File: src/rgbhsv_pkg.sv
// types, constants and latency helpers for the rgb to hsv converter
// no dependencies
`default_nettype none

package rgbhsv_pkg;

   localparam int unsigned CHAN_W            = 8;
   localparam int unsigned FIELD_W           = 15;
   localparam int unsigned HUE_FRAC_BITS_DEF = 6;
   // hue numerator 60*sixths, wrapped positive, stays below 360*255
   localparam int unsigned NUM_W             = 17;
   // saturation dividend 25600*delta
   localparam int unsigned SAT_DVD_W         = 23;
   // quotient bits resolved per divider stage
   localparam int unsigned DIV_STEPS         = 4;
   localparam int unsigned FRONT_STAGES      = 2;

   typedef struct packed {
      logic [CHAN_W-1:0] red;
      logic [CHAN_W-1:0] green;
      logic [CHAN_W-1:0] blue;
   } pixel_type;

   typedef struct packed {
      logic [FIELD_W-1:0] hue;
      logic [FIELD_W-1:0] saturation;
      logic [FIELD_W-1:0] brightness;
   } hsv_type;

   typedef struct packed {
      logic                 valid;
      logic                 grey;
      logic [NUM_W-1:0]     hue_num;
      logic [CHAN_W-1:0]    delta;
      logic [CHAN_W-1:0]    max_chan;
      logic [SAT_DVD_W-1:0] sat_dvd;
      logic [FIELD_W-1:0]   brightness;
   } front_type;

   typedef struct packed {
      logic               valid;
      logic               grey;
      logic [FIELD_W-1:0] brightness;
   } side_type;

   // dividend width shared by both dividers so that they line up
   function automatic int unsigned div_width(input int unsigned hue_frac);
      int unsigned hue_w;
      hue_w = NUM_W + hue_frac;
      return (hue_w > SAT_DVD_W) ? hue_w : SAT_DVD_W;
   endfunction

   function automatic int unsigned div_stages(input int unsigned hue_frac);
      return (div_width(hue_frac) + DIV_STEPS - 1) / DIV_STEPS;
   endfunction

   // edges from the accepting edge to the edge that takes the result
   function automatic int unsigned latency(input int unsigned hue_frac);
      return FRONT_STAGES + div_stages(hue_frac) + 1;
   endfunction

endpackage

`default_nettype wire

File: src/rgbhsv_front.sv
// first two pipeline stages: max/min search, hue numerator, dividends, brightness
// depends on rgbhsv_pkg
`default_nettype none

module rgbhsv_front (
   input  wire logic                  clock,
   input  wire logic                  reset,
   input  wire logic                  in_valid,
   input  wire rgbhsv_pkg::pixel_type pixel,
   output rgbhsv_pkg::front_type      front
);

   typedef enum logic [1:0] {
      SEL_RED,
      SEL_GREEN,
      SEL_BLUE
   } max_sel_type;

   localparam int unsigned CW = rgbhsv_pkg::CHAN_W;
   localparam int unsigned FW = rgbhsv_pkg::FIELD_W;
   localparam int unsigned NW = rgbhsv_pkg::NUM_W;
   localparam int unsigned SW = rgbhsv_pkg::SAT_DVD_W;

   // stage one
   logic                 valid1_ff, valid1_in;
   logic [CW-1:0]        max_ff, max_in;
   logic [CW-1:0]        delta_ff, delta_in;
   logic signed [CW:0]   diff_ff, diff_in;
   max_sel_type          sel_ff, sel_in;

   // stage two
   rgbhsv_pkg::front_type out_ff, out_in;

   always_comb begin
      logic [CW-1:0] mn;
      valid1_in = in_valid;
      if (pixel.red >= pixel.green && pixel.red >= pixel.blue) begin
         sel_in = SEL_RED;
         max_in = pixel.red;
         diff_in = $signed({1'b0, pixel.green}) - $signed({1'b0, pixel.blue});
      end else if (pixel.green >= pixel.blue) begin
         sel_in = SEL_GREEN;
         max_in = pixel.green;
         diff_in = $signed({1'b0, pixel.blue}) - $signed({1'b0, pixel.red});
      end else begin
         sel_in = SEL_BLUE;
         max_in = pixel.blue;
         diff_in = $signed({1'b0, pixel.red}) - $signed({1'b0, pixel.green});
      end
      mn = pixel.red;
      if (pixel.green < mn) mn = pixel.green;
      if (pixel.blue < mn) mn = pixel.blue;
      delta_in = max_in - mn;
   end

   always_comb begin
      logic [CW+1:0]        base;
      logic signed [CW+3:0] sixths;
      logic signed [NW+1:0] num;
      logic [NW-1:0]        wrap;
      logic [FW-1:0]        y;
      logic [FW:0]          frac;
      // hue / 60 = sixths / delta, sixths up to five times delta
      case (sel_ff)
         SEL_RED:   base = '0;
         SEL_GREEN: base = {1'b0, delta_ff, 1'b0};
         SEL_BLUE:  base = {delta_ff, 2'b00};
         default:   base = '0;
      endcase
      sixths = $signed({2'b00, base}) + $signed({{3{diff_ff[CW]}}, diff_ff});
      num    = (NW+2)'(sixths) * $signed((NW+2)'(60));
      wrap   = NW'(delta_ff) * NW'(360);
      if (num < 0) num = num + $signed({2'b00, wrap});
      // 25600*max/255 = 100*max + 100*max/255
      y    = FW'(max_ff) * FW'(100);
      frac = ({1'b0, y} + (FW+1)'(y >> 8) + (FW+1)'(1)) >> 8;

      out_in.valid      = valid1_ff;
      out_in.grey       = (delta_ff == '0);
      out_in.hue_num    = num[NW-1:0];
      out_in.delta      = delta_ff;
      out_in.max_chan   = max_ff;
      out_in.sat_dvd    = SW'(delta_ff) * SW'(25600);
      out_in.brightness = y + frac[FW-1:0];
   end

   always_ff @(posedge clock) begin
      if (reset) begin
         valid1_ff    <= 1'b0;
         out_ff.valid <= 1'b0;
      end else begin
         valid1_ff    <= valid1_in;
         out_ff.valid <= out_in.valid;
      end
      max_ff            <= max_in;
      delta_ff          <= delta_in;
      diff_ff           <= diff_in;
      sel_ff            <= sel_in;
      out_ff.grey       <= out_in.grey;
      out_ff.hue_num    <= out_in.hue_num;
      out_ff.delta      <= out_in.delta;
      out_ff.max_chan   <= out_in.max_chan;
      out_ff.sat_dvd    <= out_in.sat_dvd;
      out_ff.brightness <= out_in.brightness;
   end

   assign front = out_ff;

endmodule

`default_nettype wire

File: src/rgbhsv_div.sv
// pipelined restoring divider, a few quotient bits per register stage
// no dependencies
`default_nettype none

module rgbhsv_div #(
   parameter int unsigned DIVIDEND_W = 23,
   parameter int unsigned DIVISOR_W  = 8,
   parameter int unsigned STEPS      = 4
) (
   input  wire logic                  clock,
   input  wire logic [DIVIDEND_W-1:0] dividend,
   input  wire logic [DIVISOR_W-1:0]  divisor,
   output logic      [DIVIDEND_W-1:0] quotient
);

   localparam int unsigned STAGES = (DIVIDEND_W + STEPS - 1) / STEPS;
   localparam int unsigned ACC_W  = DIVISOR_W + DIVIDEND_W;

   // upper part partial remainder, lower part dividend bits out / quotient bits in
   logic [ACC_W-1:0]     acc_ff [STAGES];
   logic [ACC_W-1:0]     acc_in [STAGES];
   logic [DIVISOR_W-1:0] dvs_ff [STAGES];
   logic [DIVISOR_W-1:0] dvs_in [STAGES];

   function automatic logic [ACC_W-1:0] stage_step(
      input logic [ACC_W-1:0]     acc_i,
      input logic [DIVISOR_W-1:0] dvs,
      input int unsigned          first
   );
      logic [ACC_W-1:0]   acc;
      logic [DIVISOR_W:0] part;
      logic               qbit;
      acc  = acc_i;
      part = '0;
      qbit = 1'b0;
      for (int unsigned k = 0; k < STEPS; k++) begin
         if (first + k < DIVIDEND_W) begin
            part = acc[ACC_W-1 -: DIVISOR_W+1];
            qbit = (part >= {1'b0, dvs});
            if (qbit) part = part - {1'b0, dvs};
            acc = {part[DIVISOR_W-1:0], acc[DIVIDEND_W-2:0], qbit};
         end
      end
      return acc;
   endfunction

   always_comb begin
      acc_in[0] = stage_step(ACC_W'(dividend), divisor, 0);
      dvs_in[0] = divisor;
      for (int unsigned s = 1; s < STAGES; s++) begin
         acc_in[s] = stage_step(acc_ff[s-1], dvs_ff[s-1], s * STEPS);
         dvs_in[s] = dvs_ff[s-1];
      end
   end

   always_ff @(posedge clock) begin
      acc_ff <= acc_in;
      dvs_ff <= dvs_in;
   end

   assign quotient = acc_ff[STAGES-1][DIVIDEND_W-1:0];

endmodule

`default_nettype wire

File: src/rgb_to_hsv_converter.sv
// top level of the rgb to hsv converter: front stages, two dividers, output register
// depends on rgbhsv_pkg, rgbhsv_front, rgbhsv_div
`default_nettype none

// usage
//   input: a transaction is taken at each rising edge with start high and busy
//   low; req_pixel holds the 8-bit red, green and blue channels
//   busy is held low, so a new pixel may enter at every clock
//   output: rsp_valid is high for exactly one cycle per pixel, with rsp_hsv
//   holding hue (degrees, HUE_FRAC_BITS fraction bits), saturation and
//   brightness (percent, 8 fraction bits) during that cycle
//   path: each pixel passes through the front stages, the dividers and the output register
//   throughput: one pixel per clock; the depth is set by the two pipelined
//   restoring dividers, which resolve four quotient bits per stage
//   results leave in the order the pixels came in
//   reset clears every valid bit, so pixels in flight are dropped and no
//   result shows after reset until new pixels arrive
//   the receiver cannot stall: results are never held back
module rgb_to_hsv_converter #(
   parameter int unsigned HUE_FRAC_BITS = rgbhsv_pkg::HUE_FRAC_BITS_DEF
) (
   input  wire logic                  clock,
   input  wire logic                  reset,
   input  wire logic                  start,
   output logic                       busy,
   input  wire rgbhsv_pkg::pixel_type req_pixel,
   output logic                       rsp_valid,
   output rgbhsv_pkg::hsv_type        rsp_hsv
);

   localparam int unsigned DIV_W      = rgbhsv_pkg::div_width(HUE_FRAC_BITS);
   localparam int unsigned DIV_STAGES = rgbhsv_pkg::div_stages(HUE_FRAC_BITS);
   localparam int unsigned CW         = rgbhsv_pkg::CHAN_W;
   localparam int unsigned FW         = rgbhsv_pkg::FIELD_W;

   rgbhsv_pkg::front_type front;
   logic [DIV_W-1:0]      hue_dvd;
   logic [DIV_W-1:0]      sat_dvd;
   logic [DIV_W-1:0]      hue_q;
   logic [DIV_W-1:0]      sat_q;

   // grey flag and brightness ride alongside the dividers
   rgbhsv_pkg::side_type  side_ff [DIV_STAGES];
   rgbhsv_pkg::side_type  side_in [DIV_STAGES];
   rgbhsv_pkg::side_type  side_last;

   logic                  rsp_valid_ff, rsp_valid_in;
   rgbhsv_pkg::hsv_type   rsp_hsv_ff, rsp_hsv_in;

   // pipeline never stalls, so a transaction can always be taken
   assign busy = 1'b0;

   // max/min, hue numerator, saturation dividend and brightness
   rgbhsv_front u_front (
      .clock    (clock),
      .reset    (reset),
      .in_valid (start && !busy),
      .pixel    (req_pixel),
      .front    (front)
   );

   // hue = numerator * 2^frac / delta
   assign hue_dvd = DIV_W'(front.hue_num) << HUE_FRAC_BITS;
   // saturation = 25600 * delta / max
   assign sat_dvd = DIV_W'(front.sat_dvd);

   rgbhsv_div #(
      .DIVIDEND_W (DIV_W),
      .DIVISOR_W  (CW),
      .STEPS      (rgbhsv_pkg::DIV_STEPS)
   ) u_hue_div (
      .clock    (clock),
      .dividend (hue_dvd),
      .divisor  (front.delta),
      .quotient (hue_q)
   );

   rgbhsv_div #(
      .DIVIDEND_W (DIV_W),
      .DIVISOR_W  (CW),
      .STEPS      (rgbhsv_pkg::DIV_STEPS)
   ) u_sat_div (
      .clock    (clock),
      .dividend (sat_dvd),
      .divisor  (front.max_chan),
      .quotient (sat_q)
   );

   // side line matched to divider depth
   always_comb begin
      side_in[0].valid      = front.valid;
      side_in[0].grey       = front.grey;
      side_in[0].brightness = front.brightness;
      for (int unsigned s = 1; s < DIV_STAGES; s++) begin
         side_in[s] = side_ff[s-1];
      end
   end

   always_ff @(posedge clock) begin
      if (reset) begin
         for (int unsigned s = 0; s < DIV_STAGES; s++) begin
            side_ff[s] <= '0;
         end
      end else begin
         side_ff <= side_in;
      end
   end

   assign side_last = side_ff[DIV_STAGES-1];

   // output register; grey pixels force hue and saturation to zero
   always_comb begin
      rsp_valid_in          = side_last.valid;
      rsp_hsv_in.hue        = side_last.grey ? '0 : hue_q[FW-1:0];
      rsp_hsv_in.saturation = side_last.grey ? '0 : sat_q[FW-1:0];
      rsp_hsv_in.brightness = side_last.brightness;
   end

   always_ff @(posedge clock) begin
      if (reset) begin
         rsp_valid_ff <= 1'b0;
      end else begin
         rsp_valid_ff <= rsp_valid_in;
      end
   end

   always_ff @(posedge clock) begin
      rsp_hsv_ff <= rsp_hsv_in;
   end

   assign rsp_valid = rsp_valid_ff;
   assign rsp_hsv   = rsp_hsv_ff;

endmodule

`default_nettype wire

File: config.mk
export PLATFORM = sky130hd
export DESIGN_NAME = rgb_to_hsv_converter
export DESIGN_NICKNAME = d
export VERILOG_FILES = /design/src/rgbhsv_pkg.sv /design/src/rgbhsv_front.sv /design/src/rgbhsv_div.sv /design/src/rgb_to_hsv_converter.sv
export SDC_FILE = /design/constraint.sdc
export NUM_CORES = 2
export LEC_CHECK = 0
export ABC_AREA = 1
export BUFFER_PORTS_ARGS = -buffer_cell sky130_fd_sc_hd__buf_2
export CAP_MARGIN = 20
export CORE_MARGIN = 10
export CORE_UTILIZATION = 58
export CTS_CLUSTER_DIAMETER = 80
export CTS_CLUSTER_SIZE = 14
export DETAILED_ROUTE_END_ITERATION = 16
export GPL_TIMING_DRIVEN = 0
export HOLD_SLACK_MARGIN = 0.02
export PLACE_DENSITY = 0.81
export SYNTH_ARGS = -nofsm -noshare
export SYNTH_HDL_FRONTEND = slang
export SYNTH_SLANG_ARGS = --single-unit
File: constraint.sdc
create_clock -name clock -period 6.1 [get_ports clock]
set_input_delay 1.22 -clock clock [delete_from_list [all_inputs] [get_ports clock]]
set_output_delay 1.22 -clock clock [all_outputs]
set_load 0.01 [all_outputs]
==> reports/qor.csv, run 1 <==
stage,metric,value,unit
synthesis,share of flip-flops with an asynchronous set or reset after synthesis,0,
status,Exit stage,5_1_grt,
global_routing,maximum number of pins on one net before global-route repair,15,
clocking,total number of clock tree sinks,501,
clocking,number of hold-repair buffers added at the cts stage,0,
synthesis,Unique masters post-synth,74,
floorplan,number of rows created at floorplan,92,
clocking,Clock Path Buffers,3,
synthesis,number of register bits inferred by synthesis,501,
sta,post-GRT worst EP,u_hue_div.acc_ff[85]$_SDFF_PN0_/D,
placed_design,final weighted congestion in routability-driven placement,0.949,
floorplan,horizontal extent of the die,273,um
synthesis,Post-Synthesis Mean Instance Area,7.50,um2
synthesis,Synthesis Warnings,0,
floorplan,height of the die,273,um
synthesis,synthesized area,37000,um2
floorplan,Ports,74,
global_routing,overflow left after global routing,13,
status,run-stopping error,[ERROR GRT-0232] Routing congestion too high. Check the congestion heatmap in the GUI.,
synthesis,portion of the post-synthesis area used by sequential elements,0.271,
global_routing,global-route total usage across every layer,0.681,
sta,type of pin the worst path ends at,register input,
placed_design,number of buffer cells added on primary ports,71,
placed_design,estimated wirelength of the detail-placed design,64000,um
synthesis,synthesized net count,5572,
synthesis,synthesized instance count,4940,
synthesis,most instantiated flip-flop cell in the synthesis netlist,sky130_fd_sc_hd__dfxtp_1,
clocking,buffer cell driving the clock tree root,sky130_fd_sc_hd__clkbuf_16,
global_routing,antenna violations before repair,33,
placed_design,placed instance count,5857,
clocking,total CTS buffers,46,
synthesis,count of flip-flops with a built-in enable after synthesis,0,
status,run status,did not finish,
placed_design,Post-Place Cell Area,38500,um2
clocking,deepest level of the CTS H-tree,2,
floorplan,effective utilization at floorplan,0.586,
==> cells by family after synthesis <==
family          count (synthesis)  synth area share
xor+xnor                      311            0.0736
buf+inv                       915            0.0970
mux                             1          0.000304
simple gates                 1842             0.220
other cells                     1          0.000101
flops                         501             0.271
fa+ha+maj                     605             0.219
compound gates                764             0.119
==> cell usage after synthesis, drive strengths merged, types with 20 or more instances <==
library cell | n | area share
a21oi | 367 | 0.051
fa | 74 | 0.040
buf | 28 | 0.0067
nand2 | 1015 | 0.11
nand4 | 52 | 0.0091
o21bai | 29 | 0.0062
xor2 | 224 | 0.053
nor3 | 47 | 0.0070
xnor2 | 87 | 0.021
dfxtp | 501 | 0.27
nand3 | 241 | 0.037
inv | 865 | 0.088
ha | 531 | 0.18
or2 | 38 | 0.0064
nor2 | 414 | 0.046
o21ai | 260 | 0.039
a21o | 20 | 0.0041
clkbuf | 21 | 0.0021
==> stage by stage <==
step           setup TNS [ns]  setup slack [ns]  hold slack (ns)
2_1_floorplan               0           0.00364            0.310
3_3_place_gp           -71.35             -1.13            0.310
3_5_place_dp           -85.75             -1.21            0.312
4_1_cts                -0.772            -0.116            0.313
==> repair_timing <==
| action | CTS |
|---|---|
| setup buffers | 277 |
| gates resized for setup | 610 |
| pin swaps | 224 |
| cloned | 15 |
| setup endpoints to repair | 97 |
| endpoints found under the hold margin | 0 |
==> routing by layer <==
| metal | global-route usage | GRT overflow |
|---|---|---|
| met1 | 0.643 | 0 |
| met2 | 0.785 | 7 |
| met3 | 0.652 | 1 |
| met4 | 0.628 | 5 |
| met5 | 0.572 | 0 |
==> run 2, diff against run 1 <==
Settings changed: CORE_UTILIZATION 58 to 40, CTS_CLUSTER_DIAMETER 80 to not set, CTS_CLUSTER_SIZE 14 to not set, HOLD_SLACK_MARGIN 0.02 to not set, PLACE_DENSITY 0.81 to not set, PLACE_DENSITY_LB_ADDON set to 0.15.
Clock period 6.1 ns to 7.93 ns, I/O delays scaled along.
==> reports/qor.csv, run 2 <==
stage,metric,value,unit
sta,Max-slew headroom,0.518,
finish,Final Net Count,5710,
worst_setup_path,crit start category,flip-flop,
placed_design,placed instance count,6254,
finish,number of flip-flops under the largest register name,86,
worst_setup_path,CP peak stage delay,0.52,ns
synthesis,top-count cell post-synth,sky130_fd_sc_hd__nand2_1,
synthesis,synthesized area,37000,um2
global_routing,maximum number of pins on one net before global-route repair,17,
synthesis,top-area cell type share of the netlist area,0.271,
synthesis,cell accounting for the most synthesized area,sky130_fd_sc_hd__dfxtp_1,
finish,biggest regs,"side_ff (86), u_hue_div.acc_ff (85), u_sat_div.acc_ff (72)",
sta,slew at the pin closest to its max-slew limit,0.723,ns
synthesis,number of register bits inferred by synthesis,501,
route,drt wl/cell,13.1,um
worst_setup_path,CP max-delay cell,sky130_fd_sc_hd__or4_1,
finish,"commonest non-fill, non-tap cell in the layout",sky130_fd_sc_hd__nand2_1,
worst_setup_path,CP max FO,10,
finish,"leading cell types in the layout, fill and taps excluded","sky130_fd_sc_hd__nand2_1, sky130_fd_sc_hd__inv_1, sky130_fd_sc_hd__ha_1",
worst_setup_path,worst reg-to-reg setup slack,0.60,ns
placed_design,estimated wirelength of the detail-placed design,68600,um
clocking,number of hold-repair buffers added at the cts stage,0,
clocking,Clock Path Buffers,3,
route,Max Used Layer,met4,
route,remaining number of nets flagged by the antenna check after routing,0,
min_path,startpoint of the most critical hold path,u_front.front[61]$_DFF_P_,
flow_run,# Max-Cap Violations,0,
finish,synthesis-to-finish area growth,10.8,%
global_routing,vias in the first global route,28600,
synthesis,Post-Synthesis Mean Instance Area,7.50,um2
route,met3 routed wirelength,2930,um
synthesis,most frequent cells after synthesis,"sky130_fd_sc_hd__nand2_1, sky130_fd_sc_hd__inv_1, sky130_fd_sc_hd__ha_1, sky130_fd_sc_hd__dfxtp_1, sky130_fd_sc_hd__nor2_1",
global_routing,antenna violations before repair,2,
status,run status,"complete, no violations",
route,number of detailed-route iterations in the first pass,6,
sta,min Tclk post-route,7.33,ns
synthesis,most instantiated flip-flop cell in the synthesis netlist,sky130_fd_sc_hd__dfxtp_1,
sta,unrepaired setup endpoints after global routing,false,
sta,maximum clock frequency,136,MHz
route,met2 WL,38100,um
clocking,worst skew pair latency,0.65,ns
worst_setup_path,Buffers & Inverters on Critical Path,7,
synthesis,synthesized instance count,4940,
floorplan,horizontal extent of the die,324,um
min_path,kind of path behind the tightest hold check,reg2reg,
clocking,deepest level of the CTS H-tree,2,
floorplan,core region area,91800,um2
synthesis,portion of the post-synthesis area used by sequential elements,0.271,
sta,setup-violating endpoint count in the final report,0,
route,final routed wirelength across all metal layers,83700,um
clocking,buffer cell driving the clock tree root,sky130_fd_sc_hd__clkbuf_16,
route,via count,29900,
clocking,CTS tree,done,
global_routing,global-route total usage across every layer,0.160,
route,post-route met1 wirelength,41100,um
worst_setup_path,kind of capture point of the worst setup path,flip-flop,
worst_setup_path,data arrival time of the critical path,7.85,ns
worst_setup_path,cell family with most CP delay,simple AND/OR/NAND/NOR gates,
global_routing,overflow left after global routing,0,
finish,"Most flops, register",side_ff,
placed_design,number of buffer cells added on primary ports,71,
route,mean number of vias per cell,4.70,
route,DR iter-0 viols,1377,
synthesis,Unique masters post-synth,74,
worst_setup_path,path type of the worst setup path,reg2reg,
synthesis,share of flip-flops with an asynchronous set or reset after synthesis,0,
synthesis,Synthesis Warnings,0,
sta,summed negative setup slack over all endpoints,0,ns
floorplan,effective utilization at floorplan,0.403,
sta,post-route clock skew,0.0320,ns
clocking,clock-pin transition on the worst setup and hold timing paths,0.06,ns
floorplan,height of the die,324,um
worst_setup_path,WP data required,8.45,ns
worst_setup_path,Most Frequent Cell on Critical Path,sky130_fd_sc_hd__nand2_1,
clocking,total CTS buffers,56,
floorplan,number of rows created at floorplan,111,
floorplan,Die Area,105000,um2
sta,final hold vios,0,
placed_design,final weighted congestion in routability-driven placement,0.887,
sta,Final Slew Violations,0,
finish,final std cells w/o fill,6368,
global_routing,wire length of the first global-routing pass,140000,um
synthesis,synthesized net count,5572,
floorplan,Ports,74,
route,final routed DRC violation total,0,
worst_setup_path,r2r startpoint,u_hue_div.dvs_ff[33]$_DFF_P_,
synthesis,biggest area contributors in the synthesized netlist,"sky130_fd_sc_hd__dfxtp_1, sky130_fd_sc_hd__ha_1, sky130_fd_sc_hd__nand2_1, sky130_fd_sc_hd__inv_1, sky130_fd_sc_hd__xor2_1",
sta,Final Cycle Share,0.924,
clocking,total number of clock tree sinks,501,
finish,share of final-layout standard cells stronger than drive strength 1,0.0865,
synthesis,count of flip-flops with a built-in enable after synthesis,0,
worst_setup_path,crit path launch,u_hue_div.dvs_ff[33]$_DFF_P_,
## run 2: repair_timing
item	CTS	global route
setup endpoints to repair	0	52
gates resized for setup	0	34
setup buffers	0	9
## run 2: metal layers
layer  GRT usage  vias up
met3      0.0216       90
li1            -    16200
met4      0.0354        0
met2       0.271      353
met1       0.214    13200
met5           0        -
## run 2: layout make-up
type                            instances  area (um2)
Fill cell                            9425       50800
Antenna cell                            1        2.50
Inverter                              866        3280
Clock inverter                         34         400
Clock buffer                           70        1560
Buffer                                 49         325
Timing Repair Buffer                   80         423
Tap cell                             1243        1560
Sequential cell                       501       10000
Multi-Input combinational cell       3524       23500
## run 2: logic make-up after synthesis
logic type      share of synthesized area
compound gates                      0.119
fa+ha+maj                           0.219
xor+xnor                           0.0736
other cells                      0.000101
buf+inv                            0.0970
flops                               0.271
mux                              0.000304
simple gates                        0.220
## run 2: final timing paths
check,end,cells past startpoint
min,u_hue_div.acc_ff[172]$_DFF_P_,0
max reg2reg,u_hue_div.acc_ff[122]$_DFF_P_,41
max,u_hue_div.acc_ff[122]$_DFF_P_,41
min reg2reg,u_hue_div.acc_ff[172]$_DFF_P_,0
## run 2: stage by stage
step / setup slack [ns] / hold WS (ns) / util / cell area [um2]
floorplan: 1.55 / 0.310 / - / 37000
global placement: 0.110 / 0.310 / 0.424 / 38900
detailed placement: 0.103 / 0.312 / 0.424 / 38900
CTS: 0.0735 / 0.293 / 0.446 / 40900
global route: 0.0104 / 0.304 / 0.447 / 41000
finish: 0.601 / 0.302 / 0.447 / 41000
Power of run 2 is not shown: default switching activity piles up to over one toggle a cycle in this logic, so the estimate is an artifact.
